[src/acfp_pkg.sv]
package acfp_pkg;

    // Character codes.
    localparam logic [7:0] CHAR_CR = 8'h0D;

    // Configuration register indexes.
    localparam logic [7:0] CFG_LINE_TERM     = 8'd0;
    localparam logic [7:0] CFG_CHECKSUM_SEED = 8'd1;

    // Configuration reset values.
    localparam logic [7:0]  LINE_TERM_RESET = 8'd10;
    localparam logic [31:0] SEED_RESET      = 32'd0;

    // Bit positions in the error flags.
    localparam int ERR_CHECKSUM = 0;
    localparam int ERR_EARLY    = 1;
    localparam int ERR_SEQ      = 2;
    localparam int ERR_TOOMANY  = 3;
    localparam int ERR_LENGTH   = 4;

    // Field that the next completed byte fills.
    typedef enum logic [2:0] {
        PH_SEQ,
        PH_ID0,
        PH_ID1,
        PH_ID2,
        PH_ID3,
        PH_LEN,
        PH_DATA,
        PH_DONE
    } t_phase;

    // One parsed frame.
    typedef struct packed {
        logic [7:0]  seq;
        logic [31:0] id;
        logic [3:0]  length;
        logic [63:0] payload;
        logic [4:0]  err;
    } t_frame;

    // Hex digit value; anything that is not a hex digit counts as zero.
    function automatic logic [3:0] nibble_of(input logic [7:0] c);
        logic [3:0] v;
        v = 4'h0;
        if (c inside {[8'h30:8'h39]}) begin
            v = 4'(c - 8'h30);
        end else if (c inside {[8'h41:8'h46]}) begin
            v = 4'(c - 8'h37);
        end else if (c inside {[8'h61:8'h66]}) begin
            v = 4'(c - 8'h57);
        end
        return v;
    endfunction

endpackage

[src/ascii_hex_can_frame_parser.sv]
// ASCII-hex CAN frame line parser.
// Input channel (i_in_valid / o_in_ready / i_rx_char) takes one received
// character per item. Output channel (o_out_valid / i_out_ready) delivers one
// frame per line terminator: sequence byte, identifier, clamped length,
// payload and error flags. Characters that do not end a line give no item.
// Configuration channel (i_cfg_valid / o_cfg_ready / i_cfg_index / i_cfg_data)
// is always ready; index 0 sets the line terminator, index 1 the checksum seed.
// Order: a character is registered on acceptance and parsed when it leaves the
// input register; the frame of a terminator is registered as it leaves it.
// Throughput: one character per cycle (single parser update stage) unless a terminator stalls.
// When the receiver stalls, the output register holds its frame and ordinary
// characters keep flowing; a second terminator waits in the input register,
// and input ready drops until the output slot frees.
// Reset (synchronous, active low) empties both registers, clears the parser to
// the start of a line and restores the terminator to line feed and seed to 0.
module ascii_hex_can_frame_parser import acfp_pkg::*; #(
    parameter int MAX_PAYLOAD_BYTES = 8
) (
    input  logic        i_clk,
    input  logic        i_rst_n,
    input  logic        i_in_valid,
    output logic        o_in_ready,
    input  logic [7:0]  i_rx_char,
    output logic        o_out_valid,
    input  logic        i_out_ready,
    output logic [7:0]  o_frame_seq,
    output logic [31:0] o_frame_id,
    output logic [3:0]  o_frame_length,
    output logic [63:0] o_frame_payload,
    output logic [4:0]  o_error_flags,
    input  logic        i_cfg_valid,
    output logic        o_cfg_ready,
    input  logic [7:0]  i_cfg_index,
    input  logic [31:0] i_cfg_data
);

    logic [7:0]  r_line_term;
    logic [31:0] r_seed;

    logic       st_valid;
    logic [7:0] st_char;
    logic       take;
    logic       is_term;
    logic       emit;
    logic       out_free;
    t_frame     pr_frame;
    t_frame     out_frame;

    // Configuration registers.
    assign o_cfg_ready = 1'b1;

    always_ff @(posedge i_clk) begin
        if (!i_rst_n) begin
            r_line_term <= LINE_TERM_RESET;
            r_seed      <= SEED_RESET;
        end else if (i_cfg_valid) begin
            case (i_cfg_index)
                CFG_LINE_TERM:     r_line_term <= i_cfg_data[7:0];
                CFG_CHECKSUM_SEED: r_seed      <= i_cfg_data;
                default: begin
                    r_seed <= r_seed;
                end
            endcase
        end
    end

    // A terminator moves on only when the output slot can take its frame.
    assign take = st_valid && (!is_term || out_free);

    acfp_in_stage u_in (
        .i_clk   (i_clk),
        .i_rst_n (i_rst_n),
        .i_valid (i_in_valid),
        .o_ready (o_in_ready),
        .i_char  (i_rx_char),
        .i_take  (take),
        .o_valid (st_valid),
        .o_char  (st_char)
    );

    acfp_parser #(
        .MAX_PAYLOAD_BYTES (MAX_PAYLOAD_BYTES)
    ) u_parser (
        .i_clk       (i_clk),
        .i_rst_n     (i_rst_n),
        .i_take      (take),
        .i_char      (st_char),
        .i_line_term (r_line_term),
        .i_seed      (r_seed),
        .o_is_term   (is_term),
        .o_emit      (emit),
        .o_frame     (pr_frame)
    );

    acfp_out_reg u_out (
        .i_clk   (i_clk),
        .i_rst_n (i_rst_n),
        .i_load  (emit),
        .i_frame (pr_frame),
        .i_ready (i_out_ready),
        .o_valid (o_out_valid),
        .o_free  (out_free),
        .o_frame (out_frame)
    );

    assign o_frame_seq     = out_frame.seq;
    assign o_frame_id      = out_frame.id;
    assign o_frame_length  = out_frame.length;
    assign o_frame_payload = out_frame.payload;
    assign o_error_flags   = out_frame.err;

    // A delivered length never exceeds the payload capacity.
    a_len_bound: assert property (@(posedge i_clk) disable iff (!i_rst_n)
        o_out_valid |-> (o_frame_length <= 4'(MAX_PAYLOAD_BYTES)))
        else $error("frame length above capacity");

    // A clamped length reads back as the capacity.
    a_len_clamp: assert property (@(posedge i_clk) disable iff (!i_rst_n)
        (o_out_valid && o_error_flags[ERR_LENGTH])
        |-> (o_frame_length == 4'(MAX_PAYLOAD_BYTES)))
        else $error("length flag without clamped length");

    // Checksum, sequence and overrun flags only arise on complete lines.
    a_late_flags: assert property (@(posedge i_clk) disable iff (!i_rst_n)
        (o_out_valid && (o_error_flags[ERR_CHECKSUM] || o_error_flags[ERR_SEQ]
            || o_error_flags[ERR_TOOMANY])) |-> !o_error_flags[ERR_EARLY])
        else $error("late error flag on an early line");

    // A terminator never overwrites a frame that is still waiting.
    a_no_overwrite: assert property (@(posedge i_clk) disable iff (!i_rst_n)
        (o_out_valid && !i_out_ready) |-> !emit)
        else $error("frame overwritten while stalled");

endmodule

[src/acfp_in_stage.sv]
module acfp_in_stage import acfp_pkg::*; (
    input  logic       i_clk,
    input  logic       i_rst_n,
    input  logic       i_valid,
    output logic       o_ready,
    input  logic [7:0] i_char,
    input  logic       i_take,
    output logic       o_valid,
    output logic [7:0] o_char
);

    logic       r_valid;
    logic [7:0] r_char;

    // The register is free when empty or when its item moves on this cycle.
    assign o_ready = !r_valid || i_take;
    assign o_valid = r_valid;
    assign o_char  = r_char;

    always_ff @(posedge i_clk) begin
        if (!i_rst_n) begin
            r_valid <= 1'b0;
        end else if (o_ready) begin
            r_valid <= i_valid;
        end
    end

    // Character holding register.
    always_ff @(posedge i_clk) begin
        if (i_valid && o_ready) begin
            r_char <= i_char;
        end
    end

endmodule

[src/acfp_parser.sv]
module acfp_parser import acfp_pkg::*; #(
    parameter int MAX_PAYLOAD_BYTES = 8
) (
    input  logic        i_clk,
    input  logic        i_rst_n,
    input  logic        i_take,
    input  logic [7:0]  i_char,
    input  logic [7:0]  i_line_term,
    input  logic [31:0] i_seed,
    output logic        o_is_term,
    output logic        o_emit,
    output t_frame      o_frame
);

    localparam int PAY_W = 8 * MAX_PAYLOAD_BYTES;
    localparam int CNT_W = $clog2(MAX_PAYLOAD_BYTES + 1);
    localparam int IDX_W = (MAX_PAYLOAD_BYTES > 1) ? $clog2(MAX_PAYLOAD_BYTES) : 1;
    localparam logic [7:0] MAX_LEN = 8'(MAX_PAYLOAD_BYTES);

    t_phase             r_phase, n_phase;
    logic               r_high, n_high;
    logic [7:0]         r_byte, n_byte;
    logic [31:0]        r_sum, n_sum;
    logic [7:0]         r_rseq, n_rseq;
    logic [7:0]         r_eseq, n_eseq;
    logic [CNT_W-1:0]   r_didx, n_didx;
    logic [31:0]        r_id, n_id;
    logic [3:0]         r_len, n_len;
    logic [PAY_W-1:0]   r_pay, n_pay;
    logic [4:0]         r_err, n_err;
    logic [7:0]         r_fold;

    logic [3:0] nib;
    logic [7:0] full_byte;
    logic [7:0] clamped;
    logic [1:0] ph_off;

    // Low byte of the sum after two 16-bit and two 8-bit end-around folds.
    function automatic logic [7:0] fold_low(input logic [31:0] s);
        logic [31:0] s1, s2, s3, s4;
        s1 = s + (s >> 16);
        s2 = s1 + (s1 >> 16);
        s3 = s2 + (s2 >> 8);
        s4 = s3 + (s3 >> 8);
        return s4[7:0];
    endfunction

    assign o_is_term = (i_char == CHAR_CR) || (i_char == i_line_term);
    assign o_emit    = i_take && o_is_term;

    assign nib       = nibble_of(i_char);
    assign full_byte = r_byte | {4'h0, nib};
    assign clamped   = (full_byte > MAX_LEN) ? MAX_LEN : full_byte;
    assign ph_off    = 2'(3'(r_phase) - 3'(PH_ID0));

    // Frame as it stands when the terminator arrives.
    always_comb begin
        o_frame.seq     = r_rseq;
        o_frame.id      = r_id;
        o_frame.length  = r_len;
        o_frame.payload = 64'(r_pay);
        o_frame.err     = r_err;
        if (r_phase != PH_DONE) begin
            o_frame.err[ERR_EARLY] = 1'b1;
        end
    end

    // Next state of the parser for the character in the input register.
    always_comb begin
        n_phase = r_phase;
        n_high  = r_high;
        n_byte  = r_byte;
        n_sum   = r_sum;
        n_rseq  = r_rseq;
        n_eseq  = r_eseq;
        n_didx  = r_didx;
        n_id    = r_id;
        n_len   = r_len;
        n_pay   = r_pay;
        n_err   = r_err;
        if (i_take) begin
            if (o_is_term) begin
                n_phase = PH_SEQ;
                n_high  = 1'b1;
                n_byte  = 8'h00;
                n_sum   = i_seed;
                n_rseq  = 8'h00;
                n_didx  = '0;
                n_id    = 32'h0;
                n_len   = 4'h0;
                n_pay   = '0;
                n_err   = 5'h00;
            end else if (r_high) begin
                n_byte = {nib, 4'h0};
                n_high = 1'b0;
            end else begin
                n_byte = full_byte;
                n_high = 1'b1;
                case (r_phase)
                    PH_SEQ: begin
                        n_rseq  = full_byte;
                        n_sum   = r_sum + 32'(full_byte);
                        n_phase = PH_ID0;
                    end
                    PH_ID0, PH_ID1, PH_ID2, PH_ID3: begin
                        n_id[8*ph_off +: 8] = full_byte;
                        n_sum   = r_sum + 32'(full_byte);
                        n_phase = t_phase'(3'(r_phase) + 3'd1);
                    end
                    PH_LEN: begin
                        if (full_byte > MAX_LEN) begin
                            n_err[ERR_LENGTH] = 1'b1;
                        end
                        n_len   = clamped[3:0];
                        n_sum   = r_sum + 32'(clamped);
                        n_phase = PH_DATA;
                    end
                    PH_DATA: begin
                        if (r_didx < CNT_W'(r_len)) begin
                            n_pay[8*r_didx[IDX_W-1:0] +: 8] = full_byte;
                            n_sum  = r_sum + 32'(full_byte);
                            n_didx = r_didx + CNT_W'(1);
                        end else begin
                            // Checksum byte: compare and resync the sequence counter.
                            if (r_fold != full_byte) begin
                                n_err[ERR_CHECKSUM] = 1'b1;
                            end
                            if (r_eseq + 8'd1 != r_rseq) begin
                                n_err[ERR_SEQ] = 1'b1;
                            end
                            n_eseq  = r_rseq;
                            n_phase = PH_DONE;
                        end
                    end
                    PH_DONE: begin
                        n_err[ERR_TOOMANY] = 1'b1;
                    end
                    default: begin
                        n_phase = r_phase;
                    end
                endcase
            end
        end
    end

    // Parser state registers.
    always_ff @(posedge i_clk) begin
        if (!i_rst_n) begin
            r_phase <= PH_SEQ;
            r_high  <= 1'b1;
            r_byte  <= 8'h00;
            r_sum   <= SEED_RESET;
            r_rseq  <= 8'h00;
            r_eseq  <= 8'h00;
            r_didx  <= '0;
            r_id    <= 32'h0;
            r_len   <= 4'h0;
            r_pay   <= '0;
            r_err   <= 5'h00;
        end else begin
            r_phase <= n_phase;
            r_high  <= n_high;
            r_byte  <= n_byte;
            r_sum   <= n_sum;
            r_rseq  <= n_rseq;
            r_eseq  <= n_eseq;
            r_didx  <= n_didx;
            r_id    <= n_id;
            r_len   <= n_len;
            r_pay   <= n_pay;
            r_err   <= n_err;
        end
    end

    // The folded checksum is registered from the sum. The checksum byte needs
    // two characters after the last summed byte, so the fold is always current.
    always_ff @(posedge i_clk) begin
        r_fold <= fold_low(r_sum);
    end

endmodule

[src/acfp_out_reg.sv]
module acfp_out_reg import acfp_pkg::*; (
    input  logic   i_clk,
    input  logic   i_rst_n,
    input  logic   i_load,
    input  t_frame i_frame,
    input  logic   i_ready,
    output logic   o_valid,
    output logic   o_free,
    output t_frame o_frame
);

    logic   r_valid;
    t_frame r_frame;

    // A new frame may enter when the slot is empty or is being emptied.
    assign o_free  = !r_valid || i_ready;
    assign o_valid = r_valid;
    assign o_frame = r_frame;

    always_ff @(posedge i_clk) begin
        if (!i_rst_n) begin
            r_valid <= 1'b0;
        end else if (i_load) begin
            r_valid <= 1'b1;
        end else if (i_ready) begin
            r_valid <= 1'b0;
        end
    end

    // Frame holding register.
    always_ff @(posedge i_clk) begin
        if (i_load) begin
            r_frame <= i_frame;
        end
    end

endmodule
[config.mk]
export PLATFORM = sky130hd
export DESIGN_NAME = ascii_hex_can_frame_parser
export DESIGN_NICKNAME = d
export VERILOG_FILES = /design/src/acfp_pkg.sv /design/src/ascii_hex_can_frame_parser.sv /design/src/acfp_in_stage.sv /design/src/acfp_parser.sv /design/src/acfp_out_reg.sv
export SDC_FILE = /design/constraint.sdc
export NUM_CORES = 1
export LEC_CHECK = 0
export ABC_AREA = 1
export BUFFER_PORTS_ARGS = -buffer_cell sky130_fd_sc_hd__buf_4
export CAP_MARGIN = 20
export CORE_MARGIN = 2
export CORE_UTILIZATION = 60
export CTS_CLUSTER_DIAMETER = 120
export DETAILED_ROUTE_END_ITERATION = 16
export HOLD_SLACK_MARGIN = 0.1
export PLACE_DENSITY_LB_ADDON = 0.15
export SLEW_MARGIN = 0
export SYNTH_ARGS = -nofsm -noshare
export SYNTH_HDL_FRONTEND = slang
export SYNTH_SLANG_ARGS = --single-unit
[constraint.sdc]
create_clock -name i_clk -period 8.06 [get_ports i_clk]
set_clock_uncertainty 0.05 [all_clocks]
set_input_delay 0 -clock i_clk [delete_from_list [all_inputs] [get_ports i_clk]]
set_output_delay 0 -clock i_clk [all_outputs]
set_load 0.005 [all_outputs]
==> results of run 1 <==
## through the flow
stage / setup slack (ns) / std cells
finish: 0.9802 / 2738
global route: 0.3351 / 2738
CTS: 1.040 / 2738
detailed placement: 1.073 / 2627
global placement: 1.275 / 2627
floorplan: 1.982 / 2131
## power by group through the flow
stage | logic (W) | clock network [W] | registers [W]
detailed placement | 0.000137 | 0 | 0.00182
CTS | 0.000156 | 0.00160 | 0.00178
global route | 0.000175 | 0.00167 | 0.00179
finish | 0.000161 | 0.00159 | 0.00179
floorplan | 0.0000881 | 0 | 0.00182
global placement | 0.000134 | 0 | 0.00182
## layer usage
layer / global-route usage (%) / vias to the layer above / part of all wire [%]
li1: - / 7491 / -
met1: 38.99 / 7054 / 42
met2: 53.10 / 620 / 49
met3: 3.311 / 135 / 5.8
met4: 11.09 / 0 / 3.7
met5: 0 / - / 0
## final cells by class
class / instances / area share, %
multi-input cells: 1507 / 39.88
flip-flops and latches: 339 / 39.26
repair buffers: 220 / 8.698
clock buffers: 46 / 4.699
inverters: 225 / 4.171
well taps: 384 / 2.359
clock inverters: 17 / 0.9275
## worst min path at each step
stage                                     to  slack, ns         start
finish              u_in.o_char[2]$_DFFE_PP_       0.14  i_rx_char[2]
global route        u_in.o_char[1]$_DFFE_PP_       0.14  i_rx_char[1]
CTS                 u_in.o_char[6]$_DFFE_PP_       0.13  i_rx_char[6]
detailed placement  u_in.o_char[0]$_DFFE_PP_       0.13  i_rx_char[0]
global placement    u_in.o_char[0]$_DFFE_PP_       0.13  i_rx_char[0]
floorplan           u_in.o_char[0]$_DFFE_PP_       0.05  i_rx_char[0]
## worst reg2reg max path: cells and delay by family (launching register included)
| kind | cells | cell delay [ns] |
|---|---|---|
| AOI/OAI and AO/OA | 9 | 1.65 |
| xor gates and xnor gates | 4 | 0.88 |
| DFF | 1 | 0.45 |
| adders and majority gates | 7 | 2.28 |
| and+or+nand+nor | 15 | 1.50 |
| buffers and inverters | 3 | 0.17 |
## timing repair
item | CTS | global route
hold buffers | 48 | 0
setup buffers | 0 | 0
hold endpoints to repair | 96 | 0
## flip-flops by register name, summed over array words and instances (netlist names)
| signal | flops |
|---|---|
| u_out.o_frame | 113 |
| u_parser.r_pay | 64 |
| r_seed | 32 |
| u_parser.r_id | 32 |
| u_parser.r_sum | 32 |
| r_line_term | 8 |
| u_in.o_char | 8 |
| u_parser.r_byte | 8 |
| u_parser.r_eseq | 8 |
| u_parser.r_fold | 8 |
| u_parser.r_rseq | 8 |
| u_parser.r_didx | 4 |
| u_parser.r_err | 4 |
| u_parser.r_len | 4 |
| u_parser.r_phase | 3 |
| u_in.o_valid | 1 |
| u_out.o_valid | 1 |
| u_parser.r_high | 1 |
## cell usage in the layout, fill, tap and decap left out, drive strengths merged, types with 2 or more instances in the layout
| cell type | n |
|---|---|
| o211ai | 6 |
| clkbuf | 46 |
| dlygate4sd3 | 48 |
| bufinv | 2 |
| nor4 | 8 |
| a22oi | 5 |
| clkinv | 12 |
| nand3b | 13 |
| o32ai | 2 |
| o31ai | 2 |
| buf | 172 |
| nor2 | 266 |
| o22ai | 4 |
| o211a | 2 |
| nand2 | 472 |
| and2 | 2 |
| a21o | 2 |
| o21bai | 3 |
| edfxtp | 121 |
| xor2 | 81 |
| o21ai | 109 |
| nand3 | 71 |
| a31oi | 15 |
| fa | 5 |
| inv | 225 |
| dfxtp | 218 |
| xnor2 | 22 |
| a211oi | 44 |
| a21oi | 216 |
| and3 | 2 |
| o21a | 2 |
| nor3 | 36 |
| ha | 82 |
| clkinvlp | 3 |
| or2 | 5 |
| o221ai | 2 |
| nand4 | 22 |
## cells by family (layout without fill, tap and decap cells)
group	after synthesis	in the layout	share of synthesized area [%]
simple gates	900	900	21.83
other cells	1	1	0.02178
fa+ha+maj	87	87	6.542
buf+inv	285	508	6.353
compound gates	416	416	13.51
flops	339	339	46.46
xor+xnor	103	103	5.284
==> impl_metrics.ini, run 1 <==
[floorplan]
num_rows = 62
die-area_mm2 = 0.03006
io_pins = 169
initial_core_util_pct = 60.46
core_mm2 = 0.02847
die_w_um = 173.4
die_height_um = 173.4

[clocking]
clock_latency_ns = 0.53
h-tree-depth = 2
clk_pin_slew_ns = 0.06
cts_buffers = 35
cts_tree = built
cts_num_sinks = 339
cts_buffer_depth = 3
post_cts_resized = 0
cts_root_buffer = clkbuf_16

[yosys]
synthesis.nets = 2271
netlist_top_cells_area = dfxtp_1, edfxtp_1, nand2_1
ys_seq_area_share_pct = 46.46
synth-edff-count = 121
yosys.area.top_type_share_pct = 25.35
synth.distinct_cells = 53
ys_warn_count = 0
synthesis.area_mm2 = 0.01721
ys_seq_elements = 339
yosysMostFrequentCell = nand2_1
syn_avg_cell_area_um2 = 8.078
synth_top_area_cell = dfxtp_1
netlist_top_cells_count = nand2_1, nor2_1, dfxtp_1, inv_1, a21oi_1
async_flop_share_pct = 0
netlist_instances = 2131
ys.flop_type = dfxtp_1

[cells_and_area]
multi_input_area_mm2 = 0.008124
stdcell_area_mm2 = 0.02037
fin_nets = 2468
antennaDiodeCount = 0
area_delta_synth_final_pct = 18.33
regArea_mm2 = 0.007998
drive_gt1_share_pct = 11.00
filler_cell_count = 2141
utilization_pct = 71.55

[timing]
hold-worst-slack_ns = 0.1401
rsz0062_at_grt = no
period_share_pct = 87.84
slew_viol_final = 0
slew_headroom_pct = 26.39
worst_slew_pin_slew_ns = 1.094
finalHoldViolations = 0
tns_ns = 0
max_freq_mhz = 141.2
setup_viol_count_final = 0
period_needed_ns = 7.080

[setup_path]
cp_slowest_cell = dfxtp_1
path_common_cell = nand2_1
criticalPathCategory = reg2reg
crit_buf_inv = 3
critPathCapture = u_parser.r_fold[7]$_DFF_P_
end_kind = flip-flop
r2r-start = u_parser.r_sum[16]$_SDFFE_PN0P_
rr_worst_depth = 38
r2r-end = u_parser.r_fold[7]$_DFF_P_
critPathTopFamily = adder cells
path_depth = 38
worst-endpoint-arrival_ns = 7.44
start_kind = flip-flop
worstPathMaxFanout = 9
max_stage_delay_ns = 0.45
r2r_slack_ns = 0.98
worstPathRequired_ns = 8.42
cp-startpoint = u_parser.r_sum[16]$_SDFFE_PN0P_

[job]
maxCapViolations = 0

[place]
dpl_cell_area_mm2 = 0.01874
port_buffers = 167
hpwl_um = 32730
globalplace.congestion = 1.003

[run_status]
status = complete, no violations

[detailed_routing]
wl_um = 46490
routed_via_density = 5.588
drcViolationCount = 0
drt_iter0_drc = 1488
firstDrtPassIters = 6
dr_total_vias = 15300
ant_nets = 0
wl_per_cell_um = 16.98

[power]
vdd_drop_max_mv = 0.1862
p_leak_nw = 8.737
power_w = 0.003533
clockPowerShare_pct = 44.9
p_per_area_mw_per_mm2 = 173.4
sw_frac_of_total_pct = 22.10
combPwrFrac_pct = 4.6
intPower_w = 0.002752
power_switching_w = 0.0007808
power_frac_seq_pct = 50.5

[global_routing]
grt_pass1_wl_um = 74420
antenna_found_initial = 0
grtUsageTotal_pct = 30.36
overflow = 0
grt_pass1_vias = 14590
grt_max_degree = 104

[worst_hold_path]
hold_depth = 2
holdCritPathClass = in2reg
Note: power is estimated with default switching activity, not from simulation.
==> run 2: changes to the inputs <==
PLACE_DENSITY = 0.85   (was unset)
PLACE_DENSITY_LB_ADDON = unset   (was 0.15)
SLEW_MARGIN = unset   (was 0)
==> run 2 against run 1 <==
Compared with the run above:
- sequential power about the same
- non-clock buffer count up 5
- via count up 2.5%
- core utilization about the same
- setup slack worse by 0.085 ns
- sequential share of layout area about the same
- power down 1.7%
- critical path type unchanged
- critical endpoint unchanged
==> impl_metrics.ini, run 2 (synthesis results as in run 1) <==
[setup_path]
path_common_cell = nand2_1
rr_worst_depth = 38
r2r-start = u_parser.r_sum[16]$_SDFFE_PN0P_
start_kind = flip-flop
max_stage_delay_ns = 0.43
critPathTopFamily = adder cells
worstPathMaxFanout = 9
cp_slowest_cell = dfxtp_1
end_kind = flip-flop
worst-endpoint-arrival_ns = 7.52
r2r-end = u_parser.r_fold[7]$_DFF_P_
crit_buf_inv = 3
criticalPathCategory = reg2reg
worstPathRequired_ns = 8.41
r2r_slack_ns = 0.90

[global_routing]
antenna_found_initial = 0
grtUsageTotal_pct = 30.99
grt_pass1_wl_um = 76260
grt.busiest_layer = met2
met2_usage_pct = 53.85
met1_usage_pct = 38.48
overflow = 0
met3_usage_pct = 4.561
grt_pass1_vias = 15000
grt_max_degree = 103

[worst_hold_path]
hold_end = u_in.o_char[3]$_DFFE_PP_
holdCritPathClass = in2reg
hold_depth = 2
worstHoldStart = i_rx_char[3]

[clocking]
cts_root_buffer = clkbuf_16
clock_latency_ns = 0.54
cts_buffers = 35
cts_buffer_depth = 3
post_cts_buffers = 0
hold_buffers = 52
post_cts_resized = 0
cts_num_sinks = 339
h-tree-depth = 2
clk_pin_slew_ns = 0.06
cts_tree = built

[timing]
setup_viol_count_final = 0
max_freq_mhz = 139.6
period_needed_ns = 7.165
slew_viol_final = 0
slew_headroom_pct = 29.41
finalHoldViolations = 0
rsz0062_at_grt = no
worst_slew_pin_slew_ns = 1.059
period_share_pct = 88.89
tns_ns = 0

[floorplan]
die_height_um = 173.4
die_w_um = 173.4
die-area_mm2 = 0.03006
core_mm2 = 0.02847
io_pins = 169
num_rows = 62
initial_core_util_pct = 60.46

[detailed_routing]
wl_um = 47050
ant_nets = 0
dr_total_vias = 15680
drcViolationCount = 0
firstDrtPassIters = 6
wl_per_cell_um = 17.15
drt_iter0_drc = 1551
routed_via_density = 5.714

[place]
globalplace.congestion = 0.9392
port_buffers = 167
hpwl_um = 32420

[cells_and_area]
final_common_cell = nand2_1
fin_nets = 2473
antennaDiodeCount = 0
filler_cell_count = 2071
largest_register_ff_count = 113
utilization_pct = 71.51
area_delta_synth_final_pct = 18.27
final_cell_mix = nand2_1, nor2_1, dfxtp_1, inv_1, a21oi_1
drive_gt1_share_pct = 10.97

[job]
maxCapViolations = 0

[power]
p_leak_nw = 8.732
vdd_drop_max_mv = 0.1567
p_per_area_mw_per_mm2 = 170.5

[run_status]
status = complete, no violations
==> run 2: routing by layer <==
layer / up-vias / share of wire (%)
met2: 764 / 49
met3: 173 / 7.0
met4: 0 / 4.5
li1: 7493 / -
met5: - / 0
met1: 7250 / 40
==> run 2: per-stage QoR <==
step           std cells  total power (W)  cell area (um^2)  hold WS [ns]  setup WS (ns)
5_1_grt             2744         0.003562             20360        0.1451         0.2280
4_1_cts             2743         0.003468             20350        0.1352         0.9479
6_report            2744         0.003471             20360        0.1451         0.8952
3_5_place_dp        2627         0.001958             18740        0.1295         0.9721
3_3_place_gp        2627         0.001953             18740        0.1292          1.312
2_1_floorplan       2131         0.001906             17210       0.04887          1.982
==> run 2: final cells by class <==
class	instances	area, um^2	share of cell area (%)
multi-input combinational	1507	8124	39.91
sequential	339	7998	39.28
timing repair buffer	225	1817	8.924
clock buffer	46	947.2	4.652
inverter	225	849.6	4.173
tap	384	480.5	2.360
clock inverter	18	142.6	0.7006
==> run 2: report_power, final <==
part	internal, W	switching (W)	leakage, nW	total, W
logic	0.0000656	0.0000984	5.31	0.000164
registers	0.00177	0.0000130	2.90	0.00179
clock network	0.000843	0.000678	0.522	0.00152
==> run 2: worst max-delay path by stage <==
stage	cells past startpoint	start	slack, ns	endpoint
finish	38	u_parser.r_sum[16]$_SDFFE_PN0P_	0.90	u_parser.r_fold[7]$_DFF_P_
global route	40	u_parser.r_sum[16]$_SDFFE_PN0P_	0.23	u_parser.r_fold[7]$_DFF_P_
CTS	38	u_parser.r_sum[16]$_SDFFE_PN0P_	0.95	u_parser.r_fold[7]$_DFF_P_
detailed placement	38	u_parser.r_sum[16]$_SDFFE_PN0P_	0.97	u_parser.r_fold[7]$_DFF_P_
global placement	38	u_parser.r_sum[16]$_SDFFE_PN0P_	1.31	u_parser.r_fold[7]$_DFF_P_
floorplan	38	u_parser.r_sum[0]$_SDFFE_PN0P_	1.98	u_parser.r_fold[7]$_DFF_P_
==> run 2: worst register-to-register path: cells and delay by family, from the launching register on <==
family                     cells  cell delay, ns
AOI/OAI and AO/OA              9            1.67
xor gates and xnor gates       4            0.93
adders and majority gates      7            2.26
buffers and inverters          3            0.18
DFF                            1            0.43
and+or+nand+nor               15            1.53
